### config.mk
export PLATFORM = sky130hd
export DESIGN_NAME = qte_cordic_cell
export DESIGN_NICKNAME = d
export VERILOG_FILES = /design/src/rtl/qte_pkg.sv /design/src/rtl/qte_cordic_cell.sv
export SDC_FILE = /design/constraint.sdc
export NUM_CORES = 1
export LEC_CHECK = 0
export ABC_CLOCK_PERIOD_IN_PS = 11700
export BUFFER_PORTS_ARGS = -buffer_cell sky130_fd_sc_hd__buf_4
export CAP_MARGIN = 0
export CORE_MARGIN = 2
export CORE_UTILIZATION = 33
export DETAILED_ROUTE_END_ITERATION = 7
export GPL_ROUTABILITY_DRIVEN = 0
export PLACE_DENSITY = 0.54
export SLEW_MARGIN = 20
export SYNTH_ARGS = -nofsm -noshare
export SYNTH_HDL_FRONTEND = slang
export SYNTH_SLANG_ARGS = --single-unit
### constraint.sdc
create_clock -name clock -period 11.7 [get_ports clock]
set_clock_uncertainty 0.15 [all_clocks]
set_input_delay 2.34 -clock clock [delete_from_list [all_inputs] [get_ports clock]]
set_output_delay 2.34 -clock clock [all_outputs]
set_load 0.02 [all_outputs]
### src/rtl/qte_pkg.sv
// ----------------------------------------------------------------------------
// qte_pkg
// Types, constants and step functions for the quaternion to Euler angle
// pipeline: CORDIC lane, pipeline words, arctangent table.
// ----------------------------------------------------------------------------
package qte_pkg;

   localparam int XY_W = 36;
   localparam int Z_W  = 35;
   localparam int V_W  = 61;
   localparam int S_W  = 32;
   localparam int SQRT_STEPS = 31;

   localparam logic signed [Z_W-1:0] PI_Q30 = 35'sd3373259426;
   localparam logic signed [17:0] PI_Q13      = 18'sd25736;
   localparam logic signed [17:0] HALF_PI_Q13 = 18'sd12868;
   localparam logic signed [S_W-1:0] ONE_Q30  = 32'sd1073741824;

   localparam logic [29:0] ATAN_TAB [0:31] = '{
      30'h3243F6A8, 30'h1DAC6705, 30'h0FADBAFC, 30'h07F56EA6, 30'h03FEAB76,
      30'h01FFD55B, 30'h00FFFAAA, 30'h007FFF55, 30'h003FFFEA, 30'h001FFFFD,
      30'h000FFFFF, 30'h0007FFFF, 30'h0003FFFF, 30'h0001FFFF, 30'h0000FFFF,
      30'h00007FFF, 30'h00003FFF, 30'h00001FFF, 30'h00000FFF, 30'h000007FF,
      30'h000003FF, 30'h000001FF, 30'h000000FF, 30'h0000007F, 30'h0000003F,
      30'h0000001F, 30'h0000000F, 30'h00000008, 30'h00000004, 30'h00000002,
      30'h00000001, 30'h00000000
   };

   typedef struct packed {
      logic                    zero;
      logic signed [XY_W-1:0]  x;
      logic signed [XY_W-1:0]  y;
      logic signed [Z_W-1:0]   z;
   } lane_type;

   typedef struct packed {
      lane_type                roll;
      lane_type                yaw;
      logic signed [S_W-1:0]   s;
      logic                    clamped;
      logic [V_W-1:0]          v;
      logic [V_W-1:0]          r;
   } sqrt_word_type;

   typedef struct packed {
      lane_type                roll;
      lane_type                yaw;
      lane_type                pitch;
      logic                    clamped;
   } cordic_word_type;

   // zero test and turn by pi for a negative real part
   function automatic lane_type lane_prerot(logic signed [XY_W-1:0] y,
                                             logic signed [XY_W-1:0] x);
      lane_type l;
      l.zero = (x == '0) && (y == '0);
      if (x < 0) begin
         l.x = -x;
         l.y = -y;
         l.z = (y >= 0) ? PI_Q30 : -PI_Q30;
      end else begin
         l.x = x;
         l.y = y;
         l.z = '0;
      end
      return l;
   endfunction

   function automatic lane_type lane_iter(lane_type a, int sh);
      lane_type l;
      logic signed [Z_W-1:0] t;
      t = Z_W'(ATAN_TAB[sh[4:0]]);
      l = a;
      if (a.y >= 0) begin
         l.x = a.x + (a.y >>> sh);
         l.y = a.y - (a.x >>> sh);
         l.z = a.z + t;
      end else begin
         l.x = a.x - (a.y >>> sh);
         l.y = a.y + (a.x >>> sh);
         l.z = a.z - t;
      end
      return l;
   endfunction

   function automatic logic signed [17:0] lane_final(lane_type l,
                                                     logic signed [17:0] lim);
      logic signed [Z_W-1:0] zr;
      logic signed [17:0] r;
      zr = (l.z + Z_W'(65536)) >>> 17;
      r  = zr[17:0];
      if (l.zero)
         r = '0;
      else if (r > lim)
         r = lim;
      else if (r < -lim)
         r = -lim;
      return r;
   endfunction

endpackage

### src/rtl/qte_cordic_cell.sv
// ----------------------------------------------------------------------------
// qte_cordic_cell
// One vectoring CORDIC micro-rotation for the roll, yaw and pitch lanes.
// ----------------------------------------------------------------------------
module qte_cordic_cell import qte_pkg::*; #(
   parameter int STEP = 0
) (
   input  logic            clock,
   input  logic            reset,
   input  logic            enable,
   input  logic            in_valid,
   input  cordic_word_type in_word,
   output logic            out_valid,
   output cordic_word_type out_word
);

   logic            valid_ff;
   cordic_word_type word_ff, word_in;

   always_comb begin
      word_in       = in_word;
      word_in.roll  = lane_iter(in_word.roll, STEP);
      word_in.yaw   = lane_iter(in_word.yaw, STEP);
      word_in.pitch = lane_iter(in_word.pitch, STEP);
   end

   always_ff @(posedge clock) begin
      if (reset)
         valid_ff <= 1'b0;
      else if (enable)
         valid_ff <= in_valid;
   end

   always_ff @(posedge clock) begin
      if (enable)
         word_ff <= word_in;
   end

   assign out_valid = valid_ff;
   assign out_word  = word_ff;

endmodule

; ---- Word-level counts from Yosys, hierarchy flattened
; Index checks and enable logic that the tools add are counted.
; Widths: inputs -> output; s select.
[totals]
reg_bits = 326
input_bits = 329
word_cells = 35
[classes]
n_addsub = 15
n_lt_le_gt_ge = 3
muxes = 3
[ops]
columns = op, n
row1 = $mux 107, 3
row2 = $sub 36x36->36, 6
row3 = $add 36x36->36, 3
row4 = $ge 36x1->1 const B, 3
row5 = $add 35x31->35 const B, 3
row6 = $sub 35x31->35 const B, 3

; ---- Depth between registers and ports, before layout
[depth]
ltp_word = 2
ltp_mapped = 18
ltp_nobuf = 14

; ---- Worst setup path after synthesis
; OpenSTA, ideal clock, no wires.
[synth_timing]
kind = in2reg
from = input in_word[179] (netlist name)
to = register word_ff (netlist bit out_word[142]) (data pin)
t_arrival_ns = 6.395
slack_ns = 4.892
stages = 18
path_cell_list = clkbuf_1 > clkbuf_1 > clkbuf_1 > clkbuf_1 > buf_1 > xor2_1 > ha_1 > o211ai_1 > a22oi_1 > a311o_1 > a221oi_2 > nor2_1 > a21oi_1 > a21oi_1 > or4b_1 > a31oi_1 > mux2i_1 > xor2_1
[synth_lines]
columns = item, line
row1 = from (decl), qte_cordic_cell.sv:12  ; input cordic_word_type in_word,
row2 = to (signal assigned), qte_cordic_cell.sv:36  ; word_ff <= word_in;
row3 = to (decl), qte_cordic_cell.sv:18  ; cordic_word_type word_ff, word_in;

==> impl_metrics.yaml <==
status:
  status: "complete, no violations"
floorplan:
  core_area_mm2: 0.0966
  num_rows: 114
  ios: 655
  start_util_pct: 33.3
  dieArea_mm2: 0.0999
  fp.dieH_um: 316
  die_w_um: 316
clocking:
  cts.repair.resized: 0
  cts_buffer_depth: 3
  tritoncts: "yes"
  clock_sinks: 323
  cts_setup_buffers: 0
  clkLatencyLatePin_ns: 0.61
  ctsHoldBuffers: 0
  cts.htree.levels: 2
  root_buffer: "clkbuf_16"
  clkTransAtPathRegs_ns: 0.06
  cts_buffers: 44
min_path:
  min_path_cells: 2
  hp-start: "out_valid$_SDFFE_PP0P_"
  min_to: "out_valid$_SDFFE_PP0P_"
  holdCritPathClass: "flop to flop"
layout:
  seqCellArea_mm2: 0.00969
  final_area_mm2: 0.0394
  drive_gt1_share_pct: 18.2
  fillerInstances: 9816
  area_growth_pct: 22.5
  fin_nets: 5017
  multi_input_area_mm2: 0.0204
setup_path:
  cp_max_fo: 6
  r2r-start: "out_valid$_SDFFE_PP0P_"
  slowest_delay_ns: 0.83
  endpoint_kind: "flop"
  path_cells: "buf_4 -> ha_1 -> fa_1 -> nor2b_1 -> o21ai_0 -> a21oi_1 -> o21ai_0 -> a211oi_1 -> o22ai_1 -> o31ai_2 -> a311oi_1 -> o21a_1 -> mux2i_1 -> xnor2_1"
  rr_endpoint: "out_valid$_SDFFE_PP0P_"
  rr_worst_depth: 2
  cp.arrival_ns: 6.38
  critPathMostFrequentCell: "o21ai_0"
  crit_path_top_delay_cell: "a311oi_1"
  startpoint_type: "input pin"
  r2r_slack_ns: 10.97
  required_ns: 11.91
  path_class: "input pin to flop"
grt:
  grt_max_degree: 97
  grt_overflow: 0
  grt_pass1_vias: 29100
  antenna_found_initial: 15
  grt_usage_pct: 22.8
  grt_pass1_wl_um: 176000
logic_synthesis:
  syn-instance-count: 3804
  synth_seq_cells: 323
  syn_nets: 4499
  synth_ff_type: "edfxtp_1"
  yosysWarnings: 0
  synth_edf_count: 322
  ys_seq_area_share_pct: 30.1
  syn_avg_cell_area_um2: 8.45
  syn_area_mm2: 0.0322
  synthArstFlopShare_pct: 0
  ys_types: 84
sta:
  rsz0062_at_grt: "false"
  hold_slack_ns: 0.352
  worst_pin_slew_ns: 1.02
  setup_violations: 0
  timing.fmax_mhz: 162
  slew_headroom_pct: 30.5
  fin_crit_sh_pct: 52.7
  final_hold_viol_count: 0
  slew_violations: 0
  final.setup.tns_ns: 0
  min_period_ns: 6.17
drt:
  vias: 30600
  route.detailed.drc: 0
  antenna_left: 0
  drtIter0Drc: 2668
  first_pass_iters: 6
  wl_per_cell_um: 21.3
  viasPerCell: 5.42
  routed_wl_um: 120000
pwr:
  power_mw: 4.87
  powerDensity_mw_per_mm2: 124
  ir_drop_mv: 0.109
  power.leakage_nw: 17.3
placement:
  hpwl_um: 95400
  place_area_mm2: 0.0380
  io_buffers: 654
run:
  drv_cap: 0
==> sequential cells by signal (all words and copies together) (netlist names) <==
signal and flops:
out_word 322, out_valid 1
==> cell usage in the layout, fill, tap and decap left out, types with 36 or more instances in the layout <==
| cell type | n |
|---|---|
| nor3_1 | 68 |
| xor2_1 | 61 |
| buf_4 | 669 |
| ha_1 | 357 |
| edfxtp_1 | 322 |
| a21oi_1 | 452 |
| o31ai_1 | 36 |
| nand4_1 | 45 |
| nand3_1 | 59 |
| inv_1 | 340 |
| mux2i_1 | 71 |
| clkbuf_16 | 44 |
| o21bai_1 | 88 |
| o21ai_0 | 262 |
| nor2b_1 | 44 |
| a21o_1 | 109 |
| nor2_1 | 323 |
| nand2b_1 | 46 |
| nand2_1 | 202 |
| xnor2_1 | 256 |
==> metrics by stage <==
step                utilization [%]  instances  worst slack, ns
floorplan                         -       3804             4.89
global placement               39.4       5552             5.00
detailed placement             39.4       5552             4.93
CTS                            40.8       5628             5.62
global route                   40.8       5641             5.25
finish                         40.8       5641             5.53
==> area by class of cell <==
class                      instances  area share (%)
tap                             1276            4.05
timing repair buffer             670            12.8
clock buffer                      53            2.96
antenna                           13          0.0826
multi-input combinational       2934            51.7
clock inverter                    23           0.457
inverter                         349            3.33
sequential                       323            24.6
==> worst max-delay path, delay by kind of cell <==
| kind | cells | cell delay, ns |
|---|---|---|
| xor gates and xnor gates | 1 | 0.16 |
| buffers and inverters | 1 | 0.12 |
| AOI/OAI and AO/OA | 8 | 2.85 |
| adders and majority gates | 2 | 0.66 |
| muxes | 1 | 0.10 |
| and+or+nand+nor | 1 | 0.15 |
==> cells by family (layout without fill, tap and decap cells) <==
logic type / Yosys count / after routing / share of synthesized area [%]
fa+ha+maj: 368 / 368 / 14.5
simple gates: 915 / 915 / 13.4
flops: 323 / 323 / 30.1
other cells: 0 / 13 / 0
compound gates: 1258 / 1258 / 24.5
buf+inv: 547 / 1095 / 6.46
xor+xnor: 317 / 317 / 8.64
mux: 76 / 76 / 2.39
==> per-layer routing <==
layer	global-route usage (%)	share of wire, %	vias up
li1	-	-	14700
met1	29.2	42	14500
met2	37.4	47	1199
met3	4.05	7.2	188
met4	10.0	4.1	6
met5	0	0.034	-
==> where the power goes <==
part           total (mW)  internal, mW  switching [mW]
Combinational        1.98         0.763            1.21
Sequential           1.60          1.53          0.0682
Clock                1.30         0.731           0.567
==> worst max-delay path by stage <==
stage	startpoint	to	slack, ns
final	in_word[36]	out_word[102]$_DFFE_PP_	5.53
after global routing	in_word[71]	out_word[34]$_DFFE_PP_	5.25
after CTS	in_word[71]	out_word[34]$_DFFE_PP_	5.62
after detailed placement	in_word[71]	out_word[34]$_DFFE_PP_	4.93
after global placement	in_word[71]	out_word[34]$_DFFE_PP_	5.00
after floorplan	in_word[179]	out_word[142]$_DFFE_PP_	4.89
==> synthesized netlist by cell type, drive strengths merged (69+ instances only) <==
cell type	number	share of area, %
a21oi	453	7.1
ha	357	14
inv	342	4.0
nor2	323	3.8
edfxtp	322	30
o21ai	264	4.1
xnor2	256	7.0
nand2	202	2.4
clkbuf	157	1.8
a21o	109	2.5
o21bai	88	2.1
mux2i	71	2.2
nor3	69	1.1
(Power assumes the default switching activity.)
