===== config.mk =====
export PLATFORM = sky130hd
export DESIGN_NAME = qte_sqrt_cell
export DESIGN_NICKNAME = d
export VERILOG_FILES = /design/src/rtl/qte_pkg.sv /design/src/rtl/qte_sqrt_cell.sv
export SDC_FILE = /design/constraint.sdc
export NUM_CORES = 1
export LEC_CHECK = 0
export ABC_CLOCK_PERIOD_IN_PS = 3900
export BUFFER_PORTS_ARGS = -buffer_cell sky130_fd_sc_hd__buf_4
export CORE_AREA = 2 2 289 291
export DETAILED_ROUTE_END_ITERATION = 8
export DIE_AREA = 0 0 291 293
export PLACE_DENSITY = 0.51
export SLEW_MARGIN = 10
export SYNTH_ARGS = -nofsm -noshare
export SYNTH_HDL_FRONTEND = slang
export SYNTH_SLANG_ARGS = --single-unit

===== constraint.sdc =====
create_clock -name clock -period 3.9 [get_ports clock]
set_input_delay 0 -clock clock [delete_from_list [all_inputs] [get_ports clock]]
set_output_delay 0 -clock clock [all_outputs]
set_load 0.05 [all_outputs]

===== src/rtl/qte_pkg.sv =====
// ----------------------------------------------------------------------------
// qte_pkg
// Types, constants and step functions for the quaternion to Euler angle
// pipeline: CORDIC lane, pipeline words, arctangent table.
// ----------------------------------------------------------------------------
package qte_pkg;

   localparam int XY_W = 36;
   localparam int Z_W  = 35;
   localparam int V_W  = 61;
   localparam int S_W  = 32;
   localparam int SQRT_STEPS = 31;

   localparam logic signed [Z_W-1:0] PI_Q30 = 35'sd3373259426;
   localparam logic signed [17:0] PI_Q13      = 18'sd25736;
   localparam logic signed [17:0] HALF_PI_Q13 = 18'sd12868;
   localparam logic signed [S_W-1:0] ONE_Q30  = 32'sd1073741824;

   localparam logic [29:0] ATAN_TAB [0:31] = '{
      30'h3243F6A8, 30'h1DAC6705, 30'h0FADBAFC, 30'h07F56EA6, 30'h03FEAB76,
      30'h01FFD55B, 30'h00FFFAAA, 30'h007FFF55, 30'h003FFFEA, 30'h001FFFFD,
      30'h000FFFFF, 30'h0007FFFF, 30'h0003FFFF, 30'h0001FFFF, 30'h0000FFFF,
      30'h00007FFF, 30'h00003FFF, 30'h00001FFF, 30'h00000FFF, 30'h000007FF,
      30'h000003FF, 30'h000001FF, 30'h000000FF, 30'h0000007F, 30'h0000003F,
      30'h0000001F, 30'h0000000F, 30'h00000008, 30'h00000004, 30'h00000002,
      30'h00000001, 30'h00000000
   };

   typedef struct packed {
      logic                    zero;
      logic signed [XY_W-1:0]  x;
      logic signed [XY_W-1:0]  y;
      logic signed [Z_W-1:0]   z;
   } lane_type;

   typedef struct packed {
      lane_type                roll;
      lane_type                yaw;
      logic signed [S_W-1:0]   s;
      logic                    clamped;
      logic [V_W-1:0]          v;
      logic [V_W-1:0]          r;
   } sqrt_word_type;

   typedef struct packed {
      lane_type                roll;
      lane_type                yaw;
      lane_type                pitch;
      logic                    clamped;
   } cordic_word_type;

   // zero test and turn by pi for a negative real part
   function automatic lane_type lane_prerot(logic signed [XY_W-1:0] y,
                                             logic signed [XY_W-1:0] x);
      lane_type l;
      l.zero = (x == '0) && (y == '0);
      if (x < 0) begin
         l.x = -x;
         l.y = -y;
         l.z = (y >= 0) ? PI_Q30 : -PI_Q30;
      end else begin
         l.x = x;
         l.y = y;
         l.z = '0;
      end
      return l;
   endfunction

   function automatic lane_type lane_iter(lane_type a, int sh);
      lane_type l;
      logic signed [Z_W-1:0] t;
      t = Z_W'(ATAN_TAB[sh[4:0]]);
      l = a;
      if (a.y >= 0) begin
         l.x = a.x + (a.y >>> sh);
         l.y = a.y - (a.x >>> sh);
         l.z = a.z + t;
      end else begin
         l.x = a.x - (a.y >>> sh);
         l.y = a.y + (a.x >>> sh);
         l.z = a.z - t;
      end
      return l;
   endfunction

   function automatic logic signed [17:0] lane_final(lane_type l,
                                                     logic signed [17:0] lim);
      logic signed [Z_W-1:0] zr;
      logic signed [17:0] r;
      zr = (l.z + Z_W'(65536)) >>> 17;
      r  = zr[17:0];
      if (l.zero)
         r = '0;
      else if (r > lim)
         r = lim;
      else if (r < -lim)
         r = -lim;
      return r;
   endfunction

endpackage


===== src/rtl/qte_sqrt_cell.sv =====
// ----------------------------------------------------------------------------
// qte_sqrt_cell
// One digit of the restoring square root of 1 - s^2, with the roll and
// yaw vectors carried along.
// ----------------------------------------------------------------------------
module qte_sqrt_cell import qte_pkg::*; #(
   parameter int STEP = 0
) (
   input  logic          clock,
   input  logic          reset,
   input  logic          enable,
   input  logic          in_valid,
   input  sqrt_word_type in_word,
   output logic          out_valid,
   output sqrt_word_type out_word
);

   localparam logic [V_W-1:0] BIT = V_W'(1) << (2 * (SQRT_STEPS - 1 - STEP));

   logic          valid_ff;
   sqrt_word_type word_ff, word_in;
   logic [V_W-1:0] trial;

   always_comb begin
      word_in = in_word;
      trial   = in_word.r + BIT;
      if (in_word.v >= trial) begin
         word_in.v = in_word.v - trial;
         word_in.r = (in_word.r >> 1) + BIT;
      end else begin
         word_in.r = in_word.r >> 1;
      end
   end

   always_ff @(posedge clock) begin
      if (reset)
         valid_ff <= 1'b0;
      else if (enable)
         valid_ff <= in_valid;
   end

   always_ff @(posedge clock) begin
      if (enable)
         word_ff <= word_in;
   end

   assign out_valid = valid_ff;
   assign out_word  = word_ff;

endmodule


# Word-level counts from Yosys, hierarchy flattened
# Cells that the tools add are included.
# totals
ff_bits,372
inputBits,375
output_inout_bits,372
word_cells,20
# classes
addsub,3
magnitude_cmp,1
n_mux,2
# ops
cell,n
"60-bit by 61-bit adder with 61-bit output, second input constant",1
"61-bit adder, second input constant",1
61-bit >= comparator,1
61-bit two-way mux,1
61-bit subtractor,1
60-bit two-way mux,1

# Longest topological paths before layout
# logic_depth
word_depth,3
ltp_mapped,15
mapped_depth_nobuf,13

# Worst setup path before layout
# OpenSTA, ideal clock, no wires.
# synth_timing
path_kind,input -> register
from,input port in_word[61] in the netlist's numbering
to,"register word_ff, in the netlist out_word[107] (data pin)"
setup_time_ps,260
arrival_time_ps,2505
required_ps,3640
slack_ps,1135
path_stages,13
n_path_buf,0
cell_sequence,inv_1 > ha_1 > fa_1 > nor2b_4 > o31a_1 > o31ai_4 > a211oi_1 > o32ai_2 > o41a_2 > o22ai_1 > a31oi_1 > xnor2_1 > mux2_2
# synth_rtl
item,line_no,text
from (decl),qte_sqrt_cell.sv:13,"input sqrt_word_type in_word,"
to (signal assigned),qte_sqrt_cell.sv:44,word_ff <= word_in;
to (decl),qte_sqrt_cell.sv:21,"sqrt_word_type word_ff, word_in;"

==> results.md <==
* Violation count after the first detailed-route iteration at 689
* Adder-Cell Fraction of Synth Area at 4.96%
* Sequential area share after synthesis at 70.7%
* Clock tree from TritonCTS: yes
* DRT Pass-1 Iters at 5
* Sink Count at 372
* Final max-slew violation count at 0
* Leak at 11.9 nW
* Yosys cell types at 70
* Layout net count at 2,676
* Site Rows at 105
* Crit path largest cell delay at 0.56 ns
* Endpoints failing setup at 0
* DP HPWL at 66,100 um
* CTS Buf Count at 48
* Setup TNS at 0 ns
* Achievable Freq at 268 MHz
* Worst vdd ir at 0.329 mV
* Via count at 14,000
* Setup WS post-layout at 0.175 ns
* Crit path max-delay family: simple AND/OR/NAND/NOR gates
* Die Area at 0.0853 sq mm
* Mean Syn Cell Area at 14.4 sq um
* Fill count at 8,135
* Seq cells post-synth at 372
* Startpoint types: input pin
* Antenna Nets Post-Route at 0
* Largest net degree at the start of global routing at 109
* Compound-Gate Fraction of Synth Area at 10.2%
* Prevailing post-synth register cell: edfxtp_1
* RSZ-0062 raised after global routing: no
* XOR/XNOR share of the synthesized area at 3.05%
* Pre-CTS WS at 0.199 ns
* Root Buffer: clkbuf_16
* Crit path DAT at 4.07 ns
* Clk buf depth at 3
* EDFF count, synth at 371
* Crit path required time at 4.25 ns
* P per Cell Area at 479 mW/mm^2
* Initial Util at 19.3%
* Final Hold Viols at 0
* DRC viols at 0
* Cell count after synthesis at 1,094
* Die W at 291 um
* Largest family of logic cells by synthesized area: compound AO/OA/AOI/OAI gates
* Ys async rst share at 0%
* Worst path bufs/invs at 4
* Layout cell share with drive strength beyond 1 at 38.5%
* Tmin final at 3.73 ns
* Die Span Y at 293 um
* Routed vias/inst at 4.15
* GPL Wtd Cong at 0.879
* Syn nets at 1,531
* Crit-path slowest cell: dlygate4sd3_1
* Status: finished, final reports clean
* Cell area after synthesis at 0.0158 sq mm
* All-layer global routing usage at 18.6%
* Slew of the pin with the lowest slew margin at 0.998 ns
* Clock Pin Slew Worst Setup and Hold Paths at 0.06 ns
* Ys Warns at 0
* H-tree depth at 2
* CORE AREA at 0.0818 sq mm
* Worst setup path class: in -> reg
* # IOs at 747
* Critical Path Sink Type: flip-flop
* Number of port buffers at 746
* Mux cell area share after synthesis at 1.48%
* Number of max-cap violations at 0
* Via count of the first global-routing pass at 14,700
* Post-synthesis simple-gate area fraction at 6.57%
* WL/cell at 24.6 um
* Postcts setup bufs at 0
* Max_slew headroom at 33.5%
* First-pass GRT wire length at 113,000 um
* P&R area growth vs syn at 79.2%
* Worst-path maximum fanout at 22
* Hold Path Class: in -> reg
* Fin Clk Skew at 0 ns
* Worst-skew pair later-pin latency at 0.58 ns
* Initial antenna violation count at 35
* Total Routed Length at 82,900 um
* Final period util at 95.5%
* Gr ovfl total at 0
* Worst-path cell chain: dlygate4sd3_1 -> buf_4 -> ha_1 -> nand3_1 -> nor2_1 -> a21boi_1 -> or4b_1 -> nand3_1 -> nand4_1 -> or3b_1 -> nand2_4 -> buf_12 -> a21oi_1 -> dlygate4sd3_1
through the flow:
| step | area [sq um] | instances | util, % | total power, mW | hold slack (ns) |
|---|---|---|---|---|---|
| after detailed placement | 22700 | 2886 | 27.8 | 8.33 | 0.167 |
| after floorplan | 15800 | 1094 | - | 6.94 | 0.0724 |
| after global placement | 22700 | 2886 | 27.8 | 8.33 | 0.167 |
| final | 28300 | 3375 | 34.6 | 13.5 | 0.0249 |
| after global routing | 28200 | 3357 | 34.5 | 14.1 | 0.0179 |
| after CTS | 28200 | 3349 | 34.5 | 13.7 | 0.0181 |
state kept, by name, summed over array words and instances, names as in the netlist:
register   count
out_word     371
out_valid      1
final timing paths:
path / startpoint / slack, ns / cells after the start / end
worst max-delay path: in_word[68] / 0.17 / 14 / out_word[61]$_DFFE_PP_
worst min-delay path: enable / 0.02 / 1 / out_word[139]$_DFFE_PP_
worst max register to register: out_valid$_SDFFE_PP0P_ / 2.72 / 3 / out_valid$_SDFFE_PP0P_
worst min register to register: out_valid$_SDFFE_PP0P_ / 1.07 / 3 / out_valid$_SDFFE_PP0P_
final cells by class:
cell class / instances / area, sq um / area share (%)
Timing Repair Buffer: 1135 / 9520 / 33.7
Sequential cell: 372 / 11200 / 39.5
Clock inverter: 36 / 526 / 1.86
Tap cell: 1070 / 1340 / 4.73
Inverter: 77 / 289 / 1.02
Multi-Input combinational cell: 605 / 4150 / 14.7
Antenna cell: 26 / 65.1 / 0.230
Clock buffer: 54 / 1220 / 4.33
kinds of logic (layout without fill, tap and decap cells):
family | Yosys count | after routing
muxes | 21 | 21
adders and majority gates | 62 | 62
DFF | 372 | 372
xor gates and xnor gates | 55 | 55
AOI/OAI and AO/OA | 252 | 252
buffers and inverters | 117 | 1302
and+or+nand+nor | 215 | 215
other | 0 | 26
where the power goes:
part / total (mW) / internal (mW) / switching (mW)
logic: 3.64 / 1.28 / 2.37
clock network: 4.96 / 3.02 / 1.94
registers: 4.95 / 4.83 / 0.123
total: 13.5 / 9.12 / 4.43
layer usage:
metal	routed length [um]	global-route usage [%]	share of wire [%]	vias to the layer above
met5	102	0	0.12	-
li1	-	-	-	6439
met3	7010	6.88	8.5	116
met1	31500	20.6	38	6885
met2	41100	32.7	50	550
met4	3200	6.56	3.9	16
cells in the mapped netlist, types with 3 or more instances:
library cell | number | area share (%)
clkbuf_1 | 13 | 0.31
a21boi_0 | 3 | 0.14
buf_2 | 23 | 0.73
and3_1 | 7 | 0.28
o21a_1 | 10 | 0.48
xnor2_1 | 27 | 1.5
o21bai_1 | 16 | 0.76
a21o_1 | 34 | 1.6
buf_4 | 3 | 0.14
inv_1 | 77 | 1.8
a31o_2 | 3 | 0.17
a21oi_1 | 111 | 3.5
a211o_1 | 3 | 0.17
a211oi_1 | 3 | 0.14
xor2_1 | 28 | 1.6
nand2_1 | 47 | 1.1
or3_1 | 3 | 0.12
nor2_1 | 79 | 1.9
mux2_2 | 19 | 1.4
nand3_1 | 15 | 0.48
a31oi_1 | 8 | 0.32
nor3_1 | 8 | 0.25
o21ai_0 | 28 | 0.89
ha_1 | 61 | 4.8
and4_1 | 3 | 0.17
nor2b_1 | 5 | 0.20
nand4_1 | 25 | 0.99
and2_1 | 5 | 0.20
o211ai_1 | 5 | 0.24
edfxtp_1 | 371 | 71
cells in the final DEF (no fill, tap or decap), types with 5 or more instances in the layout:
cell type      instances
diode_2               26
o21ai_0               28
xor2_1                28
buf_4                756
nand2_1               47
and3_1                 7
xnor2_1               27
nor2b_1                5
o21bai_1              16
nand3_1               15
mux2_2                19
clkbuf_16             48
bufinv_16             11
edfxtp_1             371
clkinv_1               7
nand4_1               25
inv_1                 77
and2_1                 5
o21a_1                10
a21oi_1              111
nor2_1                78
dlygate4sd3_1        373
clkbuf_1               6
o211ai_1               5
ha_1                  61
a31oi_1                8
clkinv_2              10
a21o_1                34
buf_12                 5
nor3_1                 8
what timing repair did:
item	CTS	global route
endpoints found under the setup margin	0	1
hold buffers	373	0
hold endpoints to repair	371	0
gates resized for setup	0	2
No activity file was read; power rests on OpenSTA's default activity.
